`config.mk`:
```
export PLATFORM = sky130hd
export DESIGN_NAME = mapping_cache_slot_manager
export DESIGN_NICKNAME = d
export VERILOG_FILES = /design/src/rtl/mcsm_pkg.sv /design/src/rtl/mcsm_cell.sv /design/src/rtl/mapping_cache_slot_manager.sv
export SDC_FILE = /design/constraint.sdc
export NUM_CORES = 2
export LEC_CHECK = 0
export BUFFER_PORTS_ARGS = -buffer_cell sky130_fd_sc_hd__clkbuf_2
export CORE_MARGIN = 2
export CORE_UTILIZATION = 32
export CTS_BUF_LIST = sky130_fd_sc_hd__clkbuf_8
export DETAILED_ROUTE_END_ITERATION = 8
export PLACE_DENSITY_LB_ADDON = 0.15
export SLEW_MARGIN = 10
export SYNTH_ARGS = -nofsm -noshare
export SYNTH_HDL_FRONTEND = slang
export SYNTH_HIERARCHICAL = 1
export SYNTH_SLANG_ARGS = --single-unit
```
`constraint.sdc`:
```
create_clock -name clock -period 25.6 [get_ports clock]
set_input_delay 2.56 -clock clock [delete_from_list [all_inputs] [get_ports clock]]
set_output_delay 2.56 -clock clock [all_outputs]
set_load 0.01 [all_outputs]
```
`src/rtl/mcsm_pkg.sv`:
```
`timescale 1ns / 1ps
`default_nettype none
// ----------------------------------------------------------------------------
// mcsm_pkg: mapping cache slot manager shared definitions
// Sizes, field widths and the records passed along the slot cell row.
// ----------------------------------------------------------------------------
package mcsm_pkg;

   // Geometry. Bank count and entries per map page are powers of two, so the
   // bank and entry fields are plain bit slices of the logical page number.
   localparam int BANK_COUNT           = 4;
   localparam int SLOTS_PER_BANK       = 8;
   localparam int ENTRIES_PER_MAP_PAGE = 8;
   localparam int LPN_BITS             = 24;
   localparam int AGE_BITS             = 16;

   localparam int BANK_W  = $clog2(BANK_COUNT);
   localparam int SLOT_W  = $clog2(SLOTS_PER_BANK);
   localparam int ENTRY_W = $clog2(ENTRIES_PER_MAP_PAGE);
   localparam int TAG_W   = LPN_BITS - BANK_W - ENTRY_W;

   // Stream beat widths, padded to whole bytes
   localparam int REQ_DATA_W = ((LPN_BITS + 7) / 8) * 8;
   localparam int RSP_BITS   = BANK_W + SLOT_W + ENTRY_W + 2 + 2 * TAG_W;
   localparam int RSP_DATA_W = ((RSP_BITS + 7) / 8) * 8;

   typedef logic [BANK_W-1:0]   bank_type;
   typedef logic [SLOT_W-1:0]   slot_type;
   typedef logic [ENTRY_W-1:0]  entry_type;
   typedef logic [TAG_W-1:0]    tag_type;
   typedef logic [AGE_BITS-1:0] age_type;

   // Search record handed from cell to cell
   typedef struct packed {
      logic     hit;
      slot_type hit_slot;
      logic     empty;
      slot_type empty_slot;
      logic     best;
      slot_type best_slot;
      age_type  best_age;
      tag_type  best_tag;
      logic     best_dirty;
   } chain_type;

   // Update broadcast to every cell once the slot is chosen
   typedef struct packed {
      logic     en;
      bank_type bank;
      slot_type slot;
      tag_type  tag;
      logic     install;
      logic     write;
   } update_type;

endpackage
`default_nettype wire

```
`src/rtl/mcsm_cell.sv`:
```
`timescale 1ns / 1ps
`default_nettype none
// ----------------------------------------------------------------------------
// mcsm_cell: one slot position of every bank
// Holds tag, valid, dirty and age of its slot for all banks, folds its own
// entry into the search record from its neighbour and applies the update.
// ----------------------------------------------------------------------------
module mcsm_cell (
   input  wire logic                 clock,
   input  wire logic                 reset,
   input  wire mcsm_pkg::slot_type   slot_id,
   input  wire mcsm_pkg::bank_type   bank_sel,
   input  wire mcsm_pkg::tag_type    lookup_tag,
   input  wire mcsm_pkg::chain_type  chain_in,
   output mcsm_pkg::chain_type       chain_out,
   input  wire mcsm_pkg::update_type update
);
   import mcsm_pkg::*;

   tag_type tag_ff   [BANK_COUNT];
   logic    valid_ff [BANK_COUNT];
   logic    dirty_ff [BANK_COUNT];
   age_type age_ff   [BANK_COUNT];

   tag_type rd_tag;
   logic    rd_valid;
   logic    rd_dirty;
   age_type rd_age;
   logic    match;
   logic    take_best;

   tag_type up_tag;
   logic    up_valid;
   logic    up_dirty;
   age_type up_age;
   logic    mine;

   // read this slot of the requested bank
   always_comb begin
      rd_tag   = tag_ff[bank_sel];
      rd_valid = valid_ff[bank_sel];
      rd_dirty = dirty_ff[bank_sel];
      rd_age   = age_ff[bank_sel];
   end

   // fold own entry into the search record: first hit, last empty, oldest
   always_comb begin
      match     = rd_valid && (rd_tag == lookup_tag);
      take_best = !chain_in.best || (rd_age > chain_in.best_age);
      chain_out = chain_in;
      if (!chain_in.hit && match) begin
         chain_out.hit      = 1'b1;
         chain_out.hit_slot = slot_id;
      end
      if (!rd_valid) begin
         chain_out.empty      = 1'b1;
         chain_out.empty_slot = slot_id;
      end
      if (take_best) begin
         chain_out.best       = 1'b1;
         chain_out.best_slot  = slot_id;
         chain_out.best_age   = rd_age;
         chain_out.best_tag   = rd_tag;
         chain_out.best_dirty = rd_dirty;
      end
   end

   // next entry for the updated bank
   always_comb begin
      mine     = (update.slot == slot_id);
      up_tag   = tag_ff[update.bank];
      up_valid = valid_ff[update.bank];
      up_dirty = dirty_ff[update.bank];
      up_age   = age_ff[update.bank];
      if (mine) begin
         up_age = '0;
         if (update.install) begin
            up_tag   = update.tag;
            up_valid = 1'b1;
            up_dirty = 1'b0;
         end
         if (update.write) begin
            up_dirty = 1'b1;
         end
      end else if (up_age != {AGE_BITS{1'b1}}) begin
         up_age = up_age + age_type'(1);
      end
   end

   // control and age state
   always_ff @(posedge clock) begin
      if (reset) begin
         for (int b = 0; b < BANK_COUNT; b++) begin
            valid_ff[b] <= 1'b0;
            dirty_ff[b] <= 1'b0;
            age_ff[b]   <= '0;
         end
      end else if (update.en) begin
         valid_ff[update.bank] <= up_valid;
         dirty_ff[update.bank] <= up_dirty;
         age_ff[update.bank]   <= up_age;
      end
   end

   // tags need no reset: only compared while valid
   always_ff @(posedge clock) begin
      if (update.en) begin
         tag_ff[update.bank] <= up_tag;
      end
   end

endmodule
`default_nettype wire

```
`src/rtl/mapping_cache_slot_manager.sv`:
```
`timescale 1ns / 1ps
`default_nettype none
// A request beat is held in the single request register while the slot cell
// row searches and updates the bank and its result beat is loaded into the
// result register. No new request is taken until the held beat has moved on.
// A waiting result beat holds the next request in the request register.
// Reset: synchronous; clears every valid bit, dirty bit and age at once.
// ----------------------------------------------------------------------------
// mapping_cache_slot_manager: cached mapping table slot manager
// Splits a logical page number into bank, map page and entry, searches the
// bank's slots through a row of slot cells and reports hit, fill and eviction.
// ----------------------------------------------------------------------------
module mapping_cache_slot_manager (
   input  wire logic                                clock,
   input  wire logic                                reset,
   // request beat
   input  wire logic                                req_tvalid,
   output logic                                     req_tready,
   input  wire logic [mcsm_pkg::REQ_DATA_W-1:0]     req_tdata,  // lpn
   input  wire logic                                req_tuser,  // command
   // result beat
   output logic                                     rsp_tvalid,
   input  wire logic                                rsp_tready,
   // bank, slot, entry_index, hit, writeback, evicted_page, fill_page
   output logic [mcsm_pkg::RSP_DATA_W-1:0]          rsp_tdata
);
   import mcsm_pkg::*;

   logic                  pend_ff;
   logic                  cmd_ff;
   logic [LPN_BITS-1:0]   lpn_ff;
   logic                  rsp_valid_ff;
   logic [RSP_DATA_W-1:0] rsp_data_ff;
   logic [RSP_DATA_W-1:0] rsp_data_in;

   bank_type   bank;
   entry_type  entry;
   tag_type    tag;
   logic       fire;
   chain_type  chain [SLOTS_PER_BANK+1];
   chain_type  found;
   update_type update;
   slot_type   chosen;
   logic       hit;
   logic       wb;
   tag_type    evicted;
   tag_type    fill;

   assign req_tready = !pend_ff;
   assign rsp_tvalid = rsp_valid_ff;
   assign rsp_tdata  = rsp_data_ff;

   // split the page number
   assign bank  = lpn_ff[BANK_W-1:0];
   assign entry = lpn_ff[BANK_W +: ENTRY_W];
   assign tag   = lpn_ff[LPN_BITS-1 -: TAG_W];
   assign fire  = pend_ff && (!rsp_valid_ff || rsp_tready);

   // hold the request beat
   always_ff @(posedge clock) begin
      if (reset) begin
         pend_ff <= 1'b0;
      end else if (req_tvalid && req_tready) begin
         pend_ff <= 1'b1;
      end else if (fire) begin
         pend_ff <= 1'b0;
      end
   end

   always_ff @(posedge clock) begin
      if (req_tvalid && req_tready) begin
         cmd_ff <= req_tuser;
         lpn_ff <= req_tdata[LPN_BITS-1:0];
      end
   end

   // slot cell row
   assign chain[0] = '0;

   for (genvar i = 0; i < SLOTS_PER_BANK; i++) begin : g_cell
      mcsm_cell u_cell (
         .clock      (clock),
         .reset      (reset),
         .slot_id    (slot_type'(i)),
         .bank_sel   (bank),
         .lookup_tag (tag),
         .chain_in   (chain[i]),
         .chain_out  (chain[i+1]),
         .update     (update)
      );
   end

   assign found = chain[SLOTS_PER_BANK];

   // choose slot: hit, else last empty, else oldest
   always_comb begin
      hit = found.hit;
      priority if (found.hit) begin
         chosen = found.hit_slot;
      end else if (found.empty) begin
         chosen = found.empty_slot;
      end else begin
         chosen = found.best_slot;
      end
      wb      = !found.hit && !found.empty && found.best_dirty;
      evicted = wb ? found.best_tag : '0;
      fill    = hit ? '0 : tag;

      update.en      = fire;
      update.bank    = bank;
      update.slot    = chosen;
      update.tag     = tag;
      update.install = !hit;
      update.write   = cmd_ff;

      rsp_data_in = RSP_DATA_W'({fill, evicted, wb, hit, entry, chosen, bank});
   end

   // result register
   always_ff @(posedge clock) begin
      if (reset) begin
         rsp_valid_ff <= 1'b0;
      end else if (fire) begin
         rsp_valid_ff <= 1'b1;
      end else if (rsp_tready) begin
         rsp_valid_ff <= 1'b0;
      end
   end

   always_ff @(posedge clock) begin
      if (fire) begin
         rsp_data_ff <= rsp_data_in;
      end
   end

endmodule
`default_nettype wire
```
# == Yosys cells after proc, flatten, opt, wreduce, memory -nomap -nowiden ==
# Memory sizes are Yosys's and may differ from the RTL's. A register that Yosys moved wholly into a read port is not among the register bits.
# Index checks and enable logic that the tools add are counted.
# word_totals
ramBits,1184
inputBits,29
output_inout_bits,50
mem_count,32
wordCells,358
regBits,75
# memory_table
memory,words,word_bits,read_ports,rd_clocked_by_memory_dff,wr,line_no,rtl
g_cell[0].u_cell.tag_ff,4,19,1,1,1,mcsm_cell.sv:20,tag_type tag_ff [BANK_COUNT];
g_cell[1].u_cell.tag_ff,4,19,1,1,1,mcsm_cell.sv:20,
g_cell[2].u_cell.tag_ff,4,19,1,1,1,mcsm_cell.sv:20,
g_cell[3].u_cell.tag_ff,4,19,1,1,1,mcsm_cell.sv:20,
g_cell[4].u_cell.tag_ff,4,19,1,1,1,mcsm_cell.sv:20,
g_cell[5].u_cell.tag_ff,4,19,1,1,1,mcsm_cell.sv:20,
+26 memories,n/a,n/a,n/a,n/a,n/a,n/a,
# op_classes
n_addsub,8
n_mux,211
eq_ne,23
reduce_logical,70
n_lt_le_gt_ge,7
# ops
op,count
two-way mux 16 bit,24
two-way mux 19 bit,16
two-way mux 39 bit,4
== test 19 bit,8
"adder 16 x 1 -> 16 bit, second input constant",8
"!= test 16 bit, second input constant",8
OR reduction 16 bit,8
greater-than comparator 16 bit,7
two-way mux 2 bit,56
two-way mux 1 bit,90
two-way mux 38 bit,2
two-way mux 4 bit,16
two-way mux 37 bit,1
logical AND 1 bit,19
OR reduction 1 bit,16
"== test 3 bit, second input constant",4
logical NOT 1 bit,11
logical OR 1 bit,7
"== test 3 x 2 -> 1 bit, second input constant",2
"logical NOT 1 bit, first input constant",6
two-way mux 3 bit,2
nonzero test 2 bit,2
"== test 3 x 1 -> 1 bit, second input constant",1
logical NOT 3 bit,1

# == Longest topological paths before layout ==
# logic_depth
depth_word,28
mapped_depth,96
mapped_depth_nobuf,75

# == Modules after synthesis ==
# The synthesis kept the hierarchy.
# modules_own_cells
module,seq_area_each_um2,cells_per_inst,area_per_inst_um2,n_inst
mcsm_cell (g_cell[5].u_cell ...),4444.3,788,9176.3,3
mcsm_cell (g_cell[0].u_cell ...),4444.3,773,9087.5,2
mcsm_cell (g_cell[3].u_cell ...),4444.3,573,8082.8,2
mcsm_cell (g_cell[2].u_cell),4444.3,562,8111.5,1
mapping_cache_slot_manager,2232.1,138,2631.3,1

# == Worst setup path before layout ==
# Ideal clock, no wire load.
# synth_path
kind,reg-to-reg
start,register lpn_ff[1]
end,memory g_cell[6].u_cell.valid_ff[0] (enable)
path_slack_ns,3.671
path_stages_with_launch,90
t_arrival_ns,21.633
setup_time_ns,0.296
path_cell_list,edfxtp_1 buf_2 buf_2 buf_1 buf_1 mux4_2 ha_1 nand4_1 nor4_2 inv_2 clkbuf_1 clkbuf_1 o311ai_0 nand3_1 inv_1 ha_1 a21o_1 a21o_1 [... 54 more ...] nand3_1 inv_1 ha_1 a21o_1 a21o_1 a21oi_1 o22ai_1 clkbuf_1 clkbuf_1 or4_1 nand3_1 mux2i_1 o21ai_0 xor2_1 nor3_1 nand3_1 nor3_1 or2_2
# synth_lines
item,line_no,rtl
from (decl),mapping_cache_slot_manager.sv:31,logic [LPN_BITS-1:0] lpn_ff;
from (signal assigned),mapping_cache_slot_manager.sv:73,lpn_ff <= req_tdata[LPN_BITS-1:0];
to (decl),mcsm_cell.sv:21,logic valid_ff [BANK_COUNT];

# == Worst setup path after layout ==
# layout_path
start,register lpn_ff[0]
end,memory g_cell[5].u_cell/tag_ff[0][6] (netlist name) (enable)
# layout_lines
item,line_no
to (decl),mcsm_cell.sv:20
# Straight into the memory's write port.

==> flow_summary_export.csv <==
group,metric,value,unit
outcome,status,"finished, final reports clean",
cts,cts_max_level,4,
setup_path,path_buf_inv,19,
floorplanning,initial_utilization,32.1,%
pwr,p_int,3.59,mW
setup_path,cp.arrival,24.43,ns
pwr,p_leak,28.4,nW
floorplanning,io_pins,79,
timing,tightestPinTransition,1.26,ns
cts,worstSkewPairLatency,1.02,ns
place,dp_cells,8637,
detailed_routing,wl_per_cell,24.7,um
setup_path,cpPeakStageDelay,1.15,ns
place,hpwlAfterDp,152000,um
timing,fin_crit,23.79,ns
pwr,power.switching,1.57,mW
floorplanning,num_rows,174,
timing,rsz0062_at_grt,"false",
cts,cts_resized,0,
pwr,clock_power_share,34.1,%
timing,fin_ws,1.81,ns
floorplanning,coreArea,224000,um2
detailed_routing,drt_drc_violations_left,0,
cts,post_cts_buffers,0,
timing,setup_viol,0,
pwr,comb_power_share,20.3,%
pwr,peakVddDrop,0.0000567,V
setup_path,end_kind,"flop",
place,gp_congestion,0.844,
detailed_routing,drt.antenna.violating_nets,0,
cts,cts.clk_slew.worst_paths,0.06,ns
place,place_ws,1.99,ns
grt,grt_max_degree,83,
cts,tritoncts,"done",
yosys,synthesis.area,72000,um2
place,port-buffer-count,78,
floorplanning,die_h,479,um
finish,finalNonFillerCells,9045,
pwr,p_seq_share,45.6,%
setup_path,crit_top_cell,"buf_4",
floorplanning,die_w,479,um
cts,cts_buffer_depth,3,
cts,cts_root_buf,"clkbuf_8",
yosys,synthCells,5671,
finish,syn_to_final_growth,11.4,%
setup_path,path_class,"flop to flop",
setup_path,crit_path_start_kind,"flop",
pwr,powerDensity,64.3,nW/um2
detailed_routing,drt_iter0_drc,4457,
timing,period_share,92.9,%
timing,skew,0.110,ns
yosys,synth.avg_cell_area,12.7,um2
grt,grt_use_total,19.2,%
detailed_routing,route.vias.total,49104,
yosys,yosysWarnings,6,
grt,grt_pass1_wl,329000,um
cts,cts_buffers,226,
timing,fmax,42.0,MHz
setup_path,critical_path.top_delay_family,"simple AND/OR/NAND/NOR gates",
floorplanning,dieArea,229000,um2
timing,finalHoldViolCount,0,
detailed_routing,via_per_inst,5.43,
grt,overflow,0,
job,cap_violations,0,
timing,report.final.slew_viol_count,0,
timing,slew_headroom,15.2,%
finish,layout.nets,6038,
detailed_routing,drt_wl_total,224000,um
setup_path,slowest_stage,"nor4_2",
detailed_routing,first_pass_iters,5,
cts,clkSinkCount,1259,
grt,antenna_found_initial,11,
setup_path,cp_max_fo,68,
grt,grt_pass1_vias,47506,
finish,post-route-util,35.8,%
pwr,swShare,30.4,%
timing,fin_setup_tns,0,ns
setup_path,crit_required,26.24,ns
cts,cts_hold_buf,0,
finish,drive_above_1_share,19.5,%
min_path,hold_class,"flop to flop",
[cell type report]
cell class,count,area [um2]
Inverter,193,724
Sequential cell,1259,37800
Clock inverter,179,990
Antenna cell,2,5.00
Fill cell,21969,144000
Tap cell,2992,3740
Multi-Input combinational cell,3982,32500
Timing Repair Buffer,211,1420
Clock buffer,227,3120
[through the flow]
stage / hold slack, ns / power (mW) / area [um2]
final: 0.413 / 5.16 / 80300
after global placement: 0.403 / 3.42 / 76200
after floorplan: 0.400 / 3.10 / 72700
after CTS: 0.419 / 5.22 / 80300
after detailed placement: 0.411 / 3.43 / 76200
after global routing: 0.421 / 5.40 / 80300
[path summary, 6_finish.rpt]
check	from	endpoint	slack, ns	depth (start not counted)
worst max-delay path	lpn_ff[0]	g_cell[5].u_cell/tag_ff[0][6]	1.81	78
worst max register to register	lpn_ff[0]	g_cell[5].u_cell/tag_ff[0][6]	1.81	78
worst min register to register	lpn_ff[3]	rsp_tdata[6]	0.41	0
worst min-delay path	lpn_ff[3]	rsp_tdata[6]	0.41	0
[metal layers]
metal | part of all wire, % | wire, um | track usage [%]
met1 | 48 | 106000 | 28.4
met2 | 45 | 101000 | 29.4
met3 | 5.0 | 11100 | 2.62
met4 | 2.2 | 4900 | 5.06
met5 | 0.0058 | 13 | 0
[worst reg2reg max path, delay by kind of cell, from the launching register on]
kind | cells | cell delay (ns)
AOI/OAI and AO/OA | 17 | 4.02
xor gates and xnor gates | 1 | 0.15
adders and majority gates | 8 | 2.11
buffers and inverters | 19 | 5.53
DFF | 1 | 0.32
muxes | 5 | 2.08
and+or+nand+nor | 28 | 9.27
[power groups by stage]
stage	logic (mW)	registers, mW	clock network (mW)
after floorplan	0.696	2.40	0
after global placement	1.02	2.39	0
after detailed placement	1.03	2.39	0
after CTS	1.04	2.35	1.83
after global routing	1.13	2.36	1.91
final	1.05	2.35	1.76
[cell usage in the layout (no fill, tap or decap), types with 52 or more instances in the layout]
master,count
a2bb2oi_1,121
o21ai_0,57
nor2_1,575
clkbuf_8,227
edfxtp_1,1257
a21oi_1,83
conb_1,184
mux4_2,327
o311ai_0,93
clkinv_1,64
nand4_1,74
xnor2_1,139
inv_1,246
nand3_1,234
clkbuf_2,77
ha_1,136
nand2b_1,67
o22a_1,52
mux2i_1,183
or4_1,165
a21o_1,65
nand2_1,393
or2_2,54
nor3_1,78
buf_4,132
xor2_1,87
mux2_2,150
[registers in the layout (all words and copies together), names as in the netlist]
register / cells
g_cell.u_cell/tag_ff: 608
g_cell.u_cell/age_ff: 512
rsp_tdata: 48
g_cell.u_cell/dirty_ff: 32
g_cell.u_cell/valid_ff: 32
lpn_ff: 24
cmd_ff: 1
pend_ff: 1
rsp_tvalid: 1
Note: power is estimated with default switching activity, not from simulation.
